`config.mk`:
```
export PLATFORM = sky130hd
export DESIGN_NAME = delayed_task_slot_table_flat
export DESIGN_NICKNAME = d
export VERILOG_FILES = /design/src/rtl/core/dtst_pkg.sv /design/src/rtl/core/dtst_intf.sv /design/src/rtl/core/dtst_cell.sv /design/src/rtl/core/dtst_chain.sv /design/src/rtl/core/dtst_ctrl.sv /design/src/rtl/core/delayed_task_slot_table.sv /design/src/flat_wrapper.sv
export VERILOG_INCLUDE_DIRS = /design/src /design/src/rtl/core
export SDC_FILE = /design/constraint.sdc
export NUM_CORES = 2
export LEC_CHECK = 0
export ABC_AREA = 1
export BUFFER_PORTS_ARGS = -buffer_cell sky130_fd_sc_hd__buf_4
export CELL_PAD_IN_SITES_DETAIL_PLACEMENT = 1
export CELL_PAD_IN_SITES_GLOBAL_PLACEMENT = 1
export CORE_MARGIN = 1.5
export CORE_UTILIZATION = 53
export CTS_CLUSTER_DIAMETER = 100
export CTS_CLUSTER_SIZE = 25
export DETAILED_ROUTE_END_ITERATION = 6
export PLACE_DENSITY = 0.86
export SLEW_MARGIN = 10
export SYNTH_ARGS = -nofsm -noshare
export SYNTH_HDL_FRONTEND = slang
export SYNTH_SLANG_ARGS = --single-unit
```
`constraint.sdc`:
```
create_clock -name clk -period 4.9 [get_ports clk]
set_input_delay 0.735 -clock clk [delete_from_list [all_inputs] [get_ports clk]]
set_output_delay 0.735 -clock clk [all_outputs]
set_load 0.01 [all_outputs]
```
`src/rtl/core/delayed_task_slot_table_assert.svh`:
```
// Assertion macros shared by the delayed task slot table RTL.
// Needs nothing else; include it where concurrent checks are written.
`ifndef DELAYED_TASK_SLOT_TABLE_ASSERT_SVH
`define DELAYED_TASK_SLOT_TABLE_ASSERT_SVH

// Condition must hold at every clock edge outside reset.
`define DTST_ASSERT_ALWAYS(lbl, clk, rst_n, cond, msg) \
	lbl: assert property (@(posedge clk) disable iff (!rst_n) (cond)) else $error(msg);

// Antecedent implies consequent in the same cycle.
`define DTST_ASSERT_IMP(lbl, clk, rst_n, ante, cons, msg) \
	lbl: assert property (@(posedge clk) disable iff (!rst_n) (ante) |-> (cons)) \
		else $error(msg);

`endif

```
`src/rtl/core/dtst_pkg.sv`:
```
// Shared constants and types of the delayed task slot table.
// No dependencies; compile first.
package dtst_pkg;

	localparam int SLOTS_DEF      = 16;
	localparam int ID_BITS_DEF    = 8;
	localparam int DELAY_BITS_DEF = 16;

	localparam int INIT_SLOTS_RST = 8;
	localparam int MODE_W         = 2;
	localparam int CFG_IDX_W      = 1;
	localparam int CFG_DATA_W     = 5;

	typedef enum logic [MODE_W-1:0] {
		MODE_TICK   = 2'd0,
		MODE_ADD    = 2'd1,
		MODE_REMOVE = 2'd2,
		MODE_QUERY  = 2'd3
	} mode_t;

	typedef enum logic [CFG_IDX_W-1:0] {
		CFG_INITIAL_SLOTS = 1'b0,
		CFG_ALLOW_GROW    = 1'b1
	} cfg_idx_t;

	// Operation a token applies as it passes each cell.
	typedef enum logic [2:0] {
		WAVE_NOP    = 3'd0,
		WAVE_TICK   = 3'd1,
		WAVE_REMOVE = 3'd2,
		WAVE_PROBE  = 3'd3,
		WAVE_ALLOC  = 3'd4
	} wave_kind_t;

	typedef enum logic [2:0] {
		ST_IDLE,
		ST_LAUNCH,
		ST_WAIT,
		ST_PROBE,
		ST_ALLOC_GO,
		ST_ALLOC_WAIT,
		ST_OUT
	} state_t;

endpackage

```
`src/rtl/core/dtst_intf.sv`:
```
// Valid/ready channel interfaces of the delayed task slot table.
// Depends on dtst_pkg for default widths.
interface dtst_req_if #(
	parameter int ID_BITS    = dtst_pkg::ID_BITS_DEF,
	parameter int DELAY_BITS = dtst_pkg::DELAY_BITS_DEF
);
	logic                          valid;
	logic                          ready;
	logic [dtst_pkg::MODE_W-1:0]   mode;
	logic [ID_BITS-1:0]            task_id;
	logic [DELAY_BITS-1:0]         delay;
	logic                          try_later;

	modport source (output valid, mode, task_id, delay, try_later, input ready);
	modport sink   (input valid, mode, task_id, delay, try_later, output ready);
endinterface

interface dtst_rsp_if #(
	parameter int SLOTS      = dtst_pkg::SLOTS_DEF,
	parameter int ID_BITS    = dtst_pkg::ID_BITS_DEF,
	parameter int DELAY_BITS = dtst_pkg::DELAY_BITS_DEF
);
	localparam int CW = $clog2(SLOTS + 1);

	logic                  valid;
	logic                  ready;
	logic                  ok;
	logic [DELAY_BITS-1:0] assigned_delay;
	logic                  ready_valid;
	logic [ID_BITS-1:0]    ready_task;
	logic [CW-1:0]         occupied_count;

	modport source (output valid, ok, assigned_delay, ready_valid, ready_task,
		occupied_count, input ready);
	modport sink   (input valid, ok, assigned_delay, ready_valid, ready_task,
		occupied_count, output ready);
endinterface

interface dtst_cfg_if;
	logic                            valid;
	logic                            ready;
	logic [dtst_pkg::CFG_IDX_W-1:0]  index;
	logic [dtst_pkg::CFG_DATA_W-1:0] data;

	modport source (output valid, index, data, input ready);
	modport sink   (input valid, index, data, output ready);
endinterface

```
`src/rtl/core/dtst_cell.sv`:
```
// One slot of the table: valid mark, task id and delay, plus a token register.
// Depends on dtst_pkg.
module dtst_cell #(
	parameter int SLOTS      = dtst_pkg::SLOTS_DEF,
	parameter int ID_BITS    = dtst_pkg::ID_BITS_DEF,
	parameter int DELAY_BITS = dtst_pkg::DELAY_BITS_DEF,
	parameter int IDX        = 0
) (
	input  logic                           clk,
	input  logic                           arst_n,
	input  logic                           clr,
	input  logic [$clog2(SLOTS+1)-1:0]     siu,
	input  logic [$bits(dtst_pkg::wave_kind_t)+DELAY_BITS+2*ID_BITS+$clog2(SLOTS+1)+2:0] tok_i,
	output logic [$bits(dtst_pkg::wave_kind_t)+DELAY_BITS+2*ID_BITS+$clog2(SLOTS+1)+2:0] tok_o
);
	localparam int CW = $clog2(SLOTS + 1);

	typedef struct packed {
		logic                 vld;
		dtst_pkg::wave_kind_t kind;
		logic [DELAY_BITS-1:0] dly;
		logic [ID_BITS-1:0]   tid;
		logic                 hit;
		logic [CW-1:0]        cnt;
		logic                 rdy;
		logic [ID_BITS-1:0]   rtask;
	} tok_t;

	tok_t                  tin;
	tok_t                  tok_d;
	tok_t                  tok_q;
	logic                  valid_q;
	logic                  valid_d;
	logic [ID_BITS-1:0]    task_q;
	logic [ID_BITS-1:0]    task_d;
	logic [DELAY_BITS-1:0] dly_q;
	logic [DELAY_BITS-1:0] dly_d;
	logic                  in_use;

	assign tin    = tok_i;
	assign tok_o  = tok_q;
	assign in_use = CW'(IDX) < siu;

	always_comb begin
		valid_d = valid_q;
		task_d  = task_q;
		dly_d   = dly_q;
		tok_d   = tin;
		if (tin.vld) begin
			case (tin.kind)
				dtst_pkg::WAVE_TICK: begin
					if (valid_q && dly_q != '0) dly_d = dly_q - 1'b1;
				end
				dtst_pkg::WAVE_REMOVE: begin
					if (valid_q && task_q == tin.tid) begin
						valid_d   = 1'b0;
						tok_d.hit = 1'b1;
					end
				end
				dtst_pkg::WAVE_PROBE: begin
					if (valid_q && dly_q == tin.dly) tok_d.hit = 1'b1;
				end
				dtst_pkg::WAVE_ALLOC: begin
					// claim the lowest free slot in use
					if (!tin.hit && !valid_q && in_use) begin
						valid_d   = 1'b1;
						task_d    = tin.tid;
						dly_d     = tin.dly;
						tok_d.hit = 1'b1;
					end
				end
				default: ;
			endcase
			// report on the state this cell leaves behind
			tok_d.cnt = tin.cnt + CW'(valid_d);
			if (!tin.rdy && valid_d && dly_d == '0) begin
				tok_d.rdy   = 1'b1;
				tok_d.rtask = task_d;
			end
		end
	end

	always_ff @(posedge clk or negedge arst_n) begin
		if (!arst_n) begin
			valid_q <= 1'b0;
			tok_q   <= '0;
		end else begin
			valid_q <= clr ? 1'b0 : valid_d;
			tok_q   <= tok_d;
		end
	end

	always_ff @(posedge clk) begin
		task_q <= task_d;
		dly_q  <= dly_d;
	end

endmodule

```
`src/rtl/core/dtst_chain.sv`:
```
// Row of slot cells; a token enters at slot 0 and leaves after the last slot.
// Depends on dtst_pkg and dtst_cell.
module dtst_chain #(
	parameter int SLOTS      = dtst_pkg::SLOTS_DEF,
	parameter int ID_BITS    = dtst_pkg::ID_BITS_DEF,
	parameter int DELAY_BITS = dtst_pkg::DELAY_BITS_DEF
) (
	input  logic                           clk,
	input  logic                           arst_n,
	input  logic                           clr,
	input  logic [$clog2(SLOTS+1)-1:0]     siu,
	input  logic [$bits(dtst_pkg::wave_kind_t)+DELAY_BITS+2*ID_BITS+$clog2(SLOTS+1)+2:0] tok_i,
	output logic [$bits(dtst_pkg::wave_kind_t)+DELAY_BITS+2*ID_BITS+$clog2(SLOTS+1)+2:0] tok_o
);
	localparam int TW = $bits(dtst_pkg::wave_kind_t) + DELAY_BITS + 2*ID_BITS
		+ $clog2(SLOTS + 1) + 3;

	logic [TW-1:0] link [SLOTS+1];

	assign link[0] = tok_i;
	assign tok_o   = link[SLOTS];

	for (genvar i = 0; i < SLOTS; i++) begin : g_cell
		dtst_cell #(
			.SLOTS      (SLOTS),
			.ID_BITS    (ID_BITS),
			.DELAY_BITS (DELAY_BITS),
			.IDX        (i)
		) u_cell (
			.clk    (clk),
			.arst_n (arst_n),
			.clr    (clr),
			.siu    (siu),
			.tok_i  (link[i]),
			.tok_o  (link[i+1])
		);
	end

endmodule

```
`src/rtl/core/dtst_ctrl.sv`:
```
// Sequencer: launches tokens into the slot chain, decides add outcomes,
// holds registers and the result register. Depends on dtst_pkg and the interfaces.
`include "delayed_task_slot_table_assert.svh"
module dtst_ctrl #(
	parameter int SLOTS      = dtst_pkg::SLOTS_DEF,
	parameter int ID_BITS    = dtst_pkg::ID_BITS_DEF,
	parameter int DELAY_BITS = dtst_pkg::DELAY_BITS_DEF
) (
	input  logic                           clk,
	input  logic                           arst_n,
	dtst_req_if.sink                       req,
	dtst_rsp_if.source                     rsp,
	dtst_cfg_if.sink                       cfg,
	output logic                           clr,
	output logic [$clog2(SLOTS+1)-1:0]     siu,
	output logic [$bits(dtst_pkg::wave_kind_t)+DELAY_BITS+2*ID_BITS+$clog2(SLOTS+1)+2:0] launch,
	input  logic [$bits(dtst_pkg::wave_kind_t)+DELAY_BITS+2*ID_BITS+$clog2(SLOTS+1)+2:0] exit_tok
);
	localparam int CW = $clog2(SLOTS + 1);
	localparam int RST_SIU = (dtst_pkg::INIT_SLOTS_RST > SLOTS) ? SLOTS
		: dtst_pkg::INIT_SLOTS_RST;
	localparam logic [DELAY_BITS-1:0] DMAX = {DELAY_BITS{1'b1}};

	typedef struct packed {
		logic                 vld;
		dtst_pkg::wave_kind_t kind;
		logic [DELAY_BITS-1:0] dly;
		logic [ID_BITS-1:0]   tid;
		logic                 hit;
		logic [CW-1:0]        cnt;
		logic                 rdy;
		logic [ID_BITS-1:0]   rtask;
	} tok_t;

	dtst_pkg::state_t      state_q;
	dtst_pkg::state_t      state_d;
	tok_t                  ex;
	tok_t                  ltok;

	dtst_pkg::mode_t       mode_q;
	logic [ID_BITS-1:0]    tid_q;
	logic [DELAY_BITS-1:0] dly_q;
	logic                  later_q;
	logic [CW-1:0]         siu_q;
	logic                  grow_q;
	logic [DELAY_BITS-1:0] cand_q;
	logic [CW-1:0]         nl_q;
	logic                  stop_q;
	logic [DELAY_BITS-1:0] alloc_q;

	logic                  res_ok_q;
	logic [DELAY_BITS-1:0] res_asg_q;
	logic                  res_rdy_q;
	logic [ID_BITS-1:0]    res_rtask_q;
	logic [CW-1:0]         res_cnt_q;

	logic                  rsp_valid_q;
	logic                  rsp_ok_q;
	logic [DELAY_BITS-1:0] rsp_asg_q;
	logic                  rsp_rdy_q;
	logic [ID_BITS-1:0]    rsp_rtask_q;
	logic [CW-1:0]         rsp_cnt_q;

	logic ex_done;
	logic ex_probe;
	logic ex_alloc;
	logic full;
	logic can_grow;
	logic last_probe;
	logic out_free;
	logic cfg_wr;

	assign ex       = exit_tok;
	assign launch   = ltok;
	assign siu      = siu_q;
	assign ex_done  = ex.vld && ex.kind != dtst_pkg::WAVE_PROBE;
	assign ex_probe = ex.vld && ex.kind == dtst_pkg::WAVE_PROBE;
	assign ex_alloc = ex.vld && ex.kind == dtst_pkg::WAVE_ALLOC;
	assign full     = ex.cnt == siu_q;
	assign can_grow = grow_q && siu_q < CW'(SLOTS);
	assign last_probe = !later_q || cand_q == DMAX || nl_q == CW'(SLOTS - 1);
	assign out_free = !rsp_valid_q || rsp.ready;
	assign cfg_wr   = cfg.valid && cfg.ready;

	assign rsp.valid          = rsp_valid_q;
	assign rsp.ok             = rsp_ok_q;
	assign rsp.assigned_delay = rsp_asg_q;
	assign rsp.ready_valid    = rsp_rdy_q;
	assign rsp.ready_task     = rsp_rtask_q;
	assign rsp.occupied_count = rsp_cnt_q;

	// next state
	always_comb begin
		state_d = state_q;
		unique case (state_q)
			dtst_pkg::ST_IDLE: begin
				if (req.valid) state_d = dtst_pkg::ST_LAUNCH;
			end
			dtst_pkg::ST_LAUNCH: state_d = dtst_pkg::ST_WAIT;
			dtst_pkg::ST_WAIT: begin
				if (ex_done) begin
					if (mode_q != dtst_pkg::MODE_ADD) state_d = dtst_pkg::ST_OUT;
					else if (full && !can_grow) state_d = dtst_pkg::ST_OUT;
					else state_d = dtst_pkg::ST_PROBE;
				end
			end
			dtst_pkg::ST_PROBE: begin
				if (ex_probe) begin
					if (!ex.hit) state_d = dtst_pkg::ST_ALLOC_GO;
					else if (!later_q || ex.dly == DMAX) state_d = dtst_pkg::ST_OUT;
				end
			end
			dtst_pkg::ST_ALLOC_GO: state_d = dtst_pkg::ST_ALLOC_WAIT;
			dtst_pkg::ST_ALLOC_WAIT: begin
				if (ex_alloc) state_d = dtst_pkg::ST_OUT;
			end
			dtst_pkg::ST_OUT: begin
				if (out_free) state_d = dtst_pkg::ST_IDLE;
			end
			default: state_d = dtst_pkg::ST_IDLE;
		endcase
	end

	// outputs
	always_comb begin
		ltok      = '0;
		ltok.tid  = tid_q;
		req.ready = 1'b0;
		cfg.ready = 1'b1;
		clr       = cfg.valid && cfg.index == dtst_pkg::CFG_INITIAL_SLOTS;
		unique case (state_q)
			dtst_pkg::ST_IDLE: req.ready = 1'b1;
			dtst_pkg::ST_LAUNCH: begin
				ltok.vld = 1'b1;
				unique case (mode_q)
					dtst_pkg::MODE_TICK:   ltok.kind = dtst_pkg::WAVE_TICK;
					dtst_pkg::MODE_REMOVE: ltok.kind = dtst_pkg::WAVE_REMOVE;
					default:               ltok.kind = dtst_pkg::WAVE_NOP;
				endcase
			end
			dtst_pkg::ST_PROBE: begin
				ltok.vld  = !stop_q;
				ltok.kind = dtst_pkg::WAVE_PROBE;
				ltok.dly  = cand_q;
			end
			dtst_pkg::ST_ALLOC_GO: begin
				ltok.vld  = 1'b1;
				ltok.kind = dtst_pkg::WAVE_ALLOC;
				ltok.dly  = alloc_q;
			end
			default: ;
		endcase
	end

	always_ff @(posedge clk or negedge arst_n) begin
		if (!arst_n) begin
			state_q     <= dtst_pkg::ST_IDLE;
			siu_q       <= CW'(RST_SIU);
			grow_q      <= 1'b0;
			rsp_valid_q <= 1'b0;
		end else begin
			state_q <= state_d;
			if (cfg_wr) begin
				case (cfg.index)
					dtst_pkg::CFG_INITIAL_SLOTS: begin
						if (cfg.data == '0) siu_q <= CW'(1);
						else if (32'(cfg.data) > SLOTS) siu_q <= CW'(SLOTS);
						else siu_q <= CW'(cfg.data);
					end
					dtst_pkg::CFG_ALLOW_GROW: grow_q <= cfg.data[0];
					default: ;
				endcase
			end else if (state_q == dtst_pkg::ST_WAIT && ex_done
					&& mode_q == dtst_pkg::MODE_ADD && full && can_grow) begin
				// grow a full table by one slot
				siu_q <= siu_q + 1'b1;
			end
			if (state_q == dtst_pkg::ST_OUT && out_free) rsp_valid_q <= 1'b1;
			else if (rsp_valid_q && rsp.ready) rsp_valid_q <= 1'b0;
		end
	end

	always_ff @(posedge clk) begin
		case (state_q)
			dtst_pkg::ST_IDLE: begin
				if (req.valid) begin
					mode_q  <= dtst_pkg::mode_t'(req.mode);
					tid_q   <= req.task_id;
					dly_q   <= req.delay;
					later_q <= req.try_later;
				end
			end
			dtst_pkg::ST_WAIT: begin
				if (ex_done) begin
					res_rdy_q   <= ex.rdy;
					res_rtask_q <= ex.rdy ? ex.rtask : '0;
					res_cnt_q   <= ex.cnt;
					res_asg_q   <= '0;
					case (mode_q)
						dtst_pkg::MODE_REMOVE: res_ok_q <= ex.hit;
						dtst_pkg::MODE_ADD:    res_ok_q <= 1'b0;
						default:               res_ok_q <= 1'b1;
					endcase
					cand_q <= dly_q;
					nl_q   <= '0;
					stop_q <= 1'b0;
				end
			end
			dtst_pkg::ST_PROBE: begin
				if (!stop_q) begin
					cand_q <= cand_q + 1'b1;
					nl_q   <= nl_q + 1'b1;
					stop_q <= last_probe;
				end
				if (ex_probe && !ex.hit) alloc_q <= ex.dly;
			end
			dtst_pkg::ST_ALLOC_WAIT: begin
				if (ex_alloc) begin
					res_ok_q    <= ex.hit;
					res_asg_q   <= alloc_q;
					res_rdy_q   <= ex.rdy;
					res_rtask_q <= ex.rdy ? ex.rtask : '0;
					res_cnt_q   <= ex.cnt;
				end
			end
			dtst_pkg::ST_OUT: begin
				if (out_free) begin
					rsp_ok_q    <= res_ok_q;
					rsp_asg_q   <= res_asg_q;
					rsp_rdy_q   <= res_rdy_q;
					rsp_rtask_q <= res_rtask_q;
					rsp_cnt_q   <= res_cnt_q;
				end
			end
			default: ;
		endcase
	end

	`DTST_ASSERT_IMP(a_alloc_finds_slot, clk, arst_n, ex_alloc, ex.hit,
		"allocation token found no free slot")
	`DTST_ASSERT_ALWAYS(a_siu_range, clk, arst_n,
		siu_q != '0 && siu_q <= CW'(SLOTS), "slots in use out of range")
	`DTST_ASSERT_IMP(a_cnt_bound, clk, arst_n, ex_done, ex.cnt <= siu_q,
		"occupancy exceeds slots in use")
	`DTST_ASSERT_IMP(a_idle_drained, clk, arst_n, state_q == dtst_pkg::ST_IDLE, !ex.vld,
		"token left the chain while idle")

endmodule

```
`src/rtl/core/delayed_task_slot_table.sv`:
```
// Delayed task slot table top level: sequencer plus a row of SLOTS slot cells.
// Tick, remove, query, and add into a full table that may not grow take one pass of the chain.
// Add probing k delays (k <= SLOTS): an occupancy pass, k probes, and an allocation pass
// when a probed delay is free; every pass is bound by the SLOTS-cell token chain.
// One transaction is worked at a time; the next is accepted while a result waits.
// Reset (arst_n low, asynchronous): all slots invalid, slots in use 8 (at most SLOTS).
module delayed_task_slot_table #(
	parameter int SLOTS      = dtst_pkg::SLOTS_DEF,
	parameter int ID_BITS    = dtst_pkg::ID_BITS_DEF,
	parameter int DELAY_BITS = dtst_pkg::DELAY_BITS_DEF
) (
	input  logic       clk,
	input  logic       arst_n,
	dtst_req_if.sink   req,
	dtst_rsp_if.source rsp,
	dtst_cfg_if.sink   cfg
);
	// Width of one token: kind, delay, id, hit flag, count, ready flag, ready id, valid.
	localparam int CW = $clog2(SLOTS + 1);
	localparam int TW = $bits(dtst_pkg::wave_kind_t) + DELAY_BITS + 2*ID_BITS + CW + 3;

	// Token into slot 0 and token out of the last slot.
	logic [TW-1:0] launch;
	logic [TW-1:0] exit_tok;

	// Clear every valid mark when initial_slots is written.
	logic          clr;
	// Slots in use; cells at or above this index never take an allocation.
	logic [CW-1:0] siu;

	// The sequencer owns the handshakes, the registers and the result register.
	// It turns each transaction into tokens: tick and remove act in each cell as
	// the token passes; add first counts the occupancy, then streams candidate
	// delays one per cycle (the first to leave untaken wins, so the lowest free
	// delay at or above the request is found), then sends an allocation token.
	// Every token also gathers the ready task and the occupancy on its way.
	dtst_ctrl #(
		.SLOTS      (SLOTS),
		.ID_BITS    (ID_BITS),
		.DELAY_BITS (DELAY_BITS)
	) u_ctrl (
		.clk      (clk),
		.arst_n   (arst_n),
		.req      (req),
		.rsp      (rsp),
		.cfg      (cfg),
		.clr      (clr),
		.siu      (siu),
		.launch   (launch),
		.exit_tok (exit_tok)
	);

	// Each cell holds one slot and passes the token to its neighbor every cycle,
	// so a token visits the slots one after another, lowest slot first.
	dtst_chain #(
		.SLOTS      (SLOTS),
		.ID_BITS    (ID_BITS),
		.DELAY_BITS (DELAY_BITS)
	) u_chain (
		.clk    (clk),
		.arst_n (arst_n),
		.clr    (clr),
		.siu    (siu),
		.tok_i  (launch),
		.tok_o  (exit_tok)
	);

endmodule
```
`src/flat_wrapper.sv`:
```
// flat-port wrapper written by rule: the top's interface ports become plain ports
module delayed_task_slot_table_flat 
#(
	parameter int SLOTS      = dtst_pkg::SLOTS_DEF,
	parameter int ID_BITS    = dtst_pkg::ID_BITS_DEF,
	parameter int DELAY_BITS = dtst_pkg::DELAY_BITS_DEF
)
  (clk, arst_n, req_valid, req_mode, req_task_id, req_delay, req_try_later, req_ready, rsp_valid, rsp_ok, rsp_assigned_delay, rsp_ready_valid, rsp_ready_task, rsp_occupied_count, rsp_ready, cfg_valid, cfg_index, cfg_data, cfg_ready);
  dtst_req_if #(.ID_BITS(ID_BITS), .DELAY_BITS(DELAY_BITS)) req_i ();
  dtst_rsp_if #(.SLOTS(SLOTS), .ID_BITS(ID_BITS), .DELAY_BITS(DELAY_BITS)) rsp_i ();
  dtst_cfg_if cfg_i ();
  input  logic clk;
  input  logic arst_n;
  input wire logic [$bits(req_i.valid)-1:0] req_valid;
  input wire logic [$bits(req_i.mode)-1:0] req_mode;
  input wire logic [$bits(req_i.task_id)-1:0] req_task_id;
  input wire logic [$bits(req_i.delay)-1:0] req_delay;
  input wire logic [$bits(req_i.try_later)-1:0] req_try_later;
  output wire logic [$bits(req_i.ready)-1:0] req_ready;
  output wire logic [$bits(rsp_i.valid)-1:0] rsp_valid;
  output wire logic [$bits(rsp_i.ok)-1:0] rsp_ok;
  output wire logic [$bits(rsp_i.assigned_delay)-1:0] rsp_assigned_delay;
  output wire logic [$bits(rsp_i.ready_valid)-1:0] rsp_ready_valid;
  output wire logic [$bits(rsp_i.ready_task)-1:0] rsp_ready_task;
  output wire logic [$bits(rsp_i.occupied_count)-1:0] rsp_occupied_count;
  input wire logic [$bits(rsp_i.ready)-1:0] rsp_ready;
  input wire logic [$bits(cfg_i.valid)-1:0] cfg_valid;
  input wire logic [$bits(cfg_i.index)-1:0] cfg_index;
  input wire logic [$bits(cfg_i.data)-1:0] cfg_data;
  output wire logic [$bits(cfg_i.ready)-1:0] cfg_ready;
  assign req_i.valid = req_valid;
  assign req_i.mode = req_mode;
  assign req_i.task_id = req_task_id;
  assign req_i.delay = req_delay;
  assign req_i.try_later = req_try_later;
  assign req_ready = req_i.ready;
  assign rsp_valid = rsp_i.valid;
  assign rsp_ok = rsp_i.ok;
  assign rsp_assigned_delay = rsp_i.assigned_delay;
  assign rsp_ready_valid = rsp_i.ready_valid;
  assign rsp_ready_task = rsp_i.ready_task;
  assign rsp_occupied_count = rsp_i.occupied_count;
  assign rsp_i.ready = rsp_ready;
  assign cfg_i.valid = cfg_valid;
  assign cfg_i.index = cfg_index;
  assign cfg_i.data = cfg_data;
  assign cfg_ready = cfg_i.ready;
  delayed_task_slot_table #(.SLOTS(SLOTS), .ID_BITS(ID_BITS), .DELAY_BITS(DELAY_BITS)) u_core (.clk(clk), .arst_n(arst_n), .req(req_i), .rsp(rsp_i), .cfg(cfg_i));
endmodule
```
==> summary.md <==
| Metric | Value |
|---|---|
| Synthesized area per cell | 8.41 sq um |
| Post-synthesis async set-or-reset flop share | 57.7% |
| Vias in the first global route | 55000 |
| Initial antenna violation count | 9 |
| GR peak layer | met2 |
| Clk_lat worst skew | 0.74 ns |
| Chip width | 346 um |
| Placement row count | 125 |
| Post-synthesis sequential element count | 1207 |
| VDD IR max | 0.000378 V |
| Clock root buffer | clkbuf_16 |
| DR vias | 53200 |
| HP Class | in2async |
| Max Slew Vio Count | 0 |
| Num CTS Buffers | 57 |
| EDFF count, synth | 511 |
| Crit start category | flop |
| Final TNS setup | 0 ns |
| GRT Overall Usage | 33.8% |
| Max incr delay on CP | 0.71 ns |
| Routing usage on met2 | 57.6% |
| Detailed-route wire length per cell | 22.6 um |
| CP endpoint kind | flop |
| Failing checks | hold timing |
| Core area | 117000 sq um |
| Routed Antenna Nets | 0 |
| Die height | 346 um |
| Largest net degree at the start of global routing | 134 |
| Post-route insts no fill | 9024 |
| Most common cell after layout, fill and taps aside | nand2_1 |
| Total Nets Final | 7553 |
| I/O Buffers | 70 |
| CP arrival | 4.67 ns |
| CTS tree | yes |
| Total grt overflow | 0 |
| Fin crit period | 4.04 ns |
| Initial DRC Count | 4768 |
| Crit path max-delay family | simple AND/OR/NAND/NOR gates |
| Top_reg_cell synth | dfrtp_1 |
| Setup violators final | 0 |
| Share of cells above drive strength 1 | 5.83% |
| Dpl cells | 8915 |
| Clock Path Buffers | 3 |
| Area Growth Syn to Fin | 6.13% |
| Clock sinks | 1207 |
| Req. time, crit path | 5.53 ns |
| H-tree depth | 2 |
| Worst path most repeated cell | nand2_1 |
| Setup Skew | 0.0348 ns |
| Buf/Inv on CP | 2 |
| Critical path's slowest cell | dfrtp_1 |
| Status | complete, but fails checks |
| # hold bufs at CTS | 0 |
| Slew Limit Headroom | 23.5% |
| Crit share post-route | 82.4% |
| Starting density of the core | 53.6% |
| Synth warnings | 0 |
| Power Density | 668 nW/um^2 |
| Leak pwr | 30.4 nW |
| Max Cap Viol | 0 |
| Crit Path Max Fanout | 12 |
| Seq/Total Area, Yosys | 52.4% |
| Actual slew at the worst max-slew pin | 1.15 ns |
| Critical path start-end classification | reg2reg |
| Final RePlAce weighted congestion | 0.960 |
| Hold Vio Cnt, Final | 6 |
| DP HPWL | 153000 um |
| Maximum clock rate | 248 MHz |
| Syn Inst Count | 7425 |
| Post-CTS resize count | 0 |
| Synth unique cells | 71 |
| GRT met1 Usage | 45.3% |
| RSZ-0062 raised after global routing | no |
| I/O pins | 72 |
| Most frequent cells in the layout | nand2_1, inv_1, nor2_1 |
| Mapped Nets | 7528 |
| Die footprint | 120000 sq um |
| First-pass GRT wire length | 318000 um |
| Via density | 5.89 |
| WHS | -0.0173 ns |
| TritonRoute pass-1 iters | 6 |
| Post-Syn Area | 62500 sq um |
| Flop2flop setup slack | 0.86 ns |
| Post CTS Setup Buffer Count | 0 |
| Clock transition at path regs | 0.11 ns |
| Drt drc | 0 |
| Met3 Use GR | 3.25% |
| Post-Route WL | 204000 um |
| Critical-path cell list | nand2_1, nand2_1, nand3_1, nor2_2, buf_4, inv_2, nand2_1, nand3_1, nor2_1, nand2_1, nor2_1, nand3_1, nor2_4, nand2_2, nand2_1, nand2_1 |
[worst register-to-register path: cells and delay by family (launching register included)]
kind          cells  cell delay (ns)
simple gates     14             2.82
buf+inv           2             0.39
flops             1             0.71
[worst paths after layout]
check | from | endpoint | depth (start not counted)
max | u_core.u_ctrl.siu[2]$_DFFE_PN0P_ | u_core.u_chain.g_cell[5].u_cell.tok_o[7]$_DFF_PN0_ | 16
min | arst_n | u_core.u_chain.g_cell[4].u_cell.tok_o[35]$_DFF_PN0_ | 1
max reg2reg | u_core.u_ctrl.siu[2]$_DFFE_PN0P_ | u_core.u_chain.g_cell[5].u_cell.tok_o[7]$_DFF_PN0_ | 16
min reg2reg | u_core.u_chain.g_cell[4].u_cell.tok_o[21]$_DFF_PN0_ | u_core.u_chain.g_cell[5].u_cell.tok_o[21]$_DFF_PN0_ | 0
max in group asynchronous | arst_n | u_core.u_chain.g_cell[9].u_cell.tok_o[29]$_DFF_PN0_ | 2
min in group clk | req_delay[12] | u_core.u_ctrl.dly_q[12]$_DFFE_PP_ | 1
[per-stage QoR]
stage / worst slack [ns] / hold WS (ns) / power [mW] / utilization (%) / area [sq um]
after floorplan: 2.25 / 0.354 / 31.1 / - / 62500
after global placement: 1.22 / 0.368 / 36.9 / 55.4 / 64600
after detailed placement: 0.955 / 0.373 / 38.1 / 55.4 / 64600
after CTS: 0.936 / 0.00413 / 44.0 / 56.9 / 66300
after global routing: 0.509 / 0.0278 / 47.1 / 56.9 / 66300
final: 0.862 / -0.0173 / 44.3 / 56.9 / 66300
[cell type report]
cell class | instances | area [sq um]
diodes | 2 | 5.00
clock buffers | 94 | 1590
clock inverters | 13 | 150
fillers | 14100 | 50200
inverters | 850 | 3200
multi-input cells | 5219 | 25800
flip-flops and latches | 1207 | 32800
well taps | 1524 | 1910
repair buffers | 115 | 946
[routing by layer]
metal	part of all wire (%)	vias up	wire [um]
met3	5.3	416	10800
met2	49	1734	100000
met5	0.011	-	23
met1	42	26800	85700
li1	-	24200	-
met4	3.5	4	7170
[kinds of logic (layout without fill, tap and decap cells)]
logic type,Yosys count,count (layout),share of synthesized area [%]
buffers and inverters,999,1072,6.38
AND/OR/NAND/NOR,4017,4017,27.6
adder cells (fa/ha/maj),65,65,1.30
multiplexers,8,8,0.144
flip-flops,1207,1207,52.4
XOR/XNOR,326,326,4.57
other,1,3,0.00600
AO/OA/AOI/OAI,802,802,7.56
[Yosys cell counts, types with 16 or more instances]
master	n	area, sq um
nor4_1	22	138
o2111ai_1	16	140
nand2_1	2374	8910
nor2_4	29	327
o211ai_1	48	360
clkbuf_1	49	184
xor2_1	143	1250
nand3_2	17	170
nand3_1	474	2370
o21ai_1	54	270
or2_2	23	144
nor3_1	74	370
o21ai_0	305	1530
inv_2	47	176
nor2_2	27	169
nand2_2	26	163
buf_2	70	350
a21oi_1	173	866
o22ai_1	64	400
edfxtp_1	511	15300
dfrtp_1	695	17400
ha_1	65	813
inv_1	788	2960
a211oi_1	17	128
xnor2_1	183	1600
a22oi_1	40	300
nor2_1	702	2640
nand4_1	177	1110
[registers in the layout, indices dropped and copies added, names as in the netlist, 8 cells and up]
name,cells
u_core.u_chain.g_cell.u_cell.tok_o,670
u_core.u_chain.g_cell.u_cell.dly_q,256
u_core.u_chain.g_cell.u_cell.task_q,128
u_core.u_chain.g_cell.u_cell.valid_q,16
u_core.u_ctrl.alloc_q,16
u_core.u_ctrl.cand_q,16
u_core.u_ctrl.dly_q,16
u_core.u_ctrl.res_asg_q,16
u_core.u_ctrl.rsp.assigned_delay,16
u_core.u_ctrl.res_rtask_q,8
u_core.u_ctrl.rsp.ready_task,8
u_core.u_ctrl.tid_q,8
[report_power, final]
| part | switching, mW | total, mW | leakage (nW) | internal (mW) |
|---|---|---|---|---|
| logic | 13.4 | 19.0 | 15.5 | 5.67 |
| clock network | 3.47 | 5.76 | 0.835 | 2.29 |
| registers | 4.51 | 19.5 | 14.1 | 15.0 |
| total | 21.4 | 44.3 | 30.4 | 23.0 |
No activity file was read; power rests on OpenSTA's default activity.
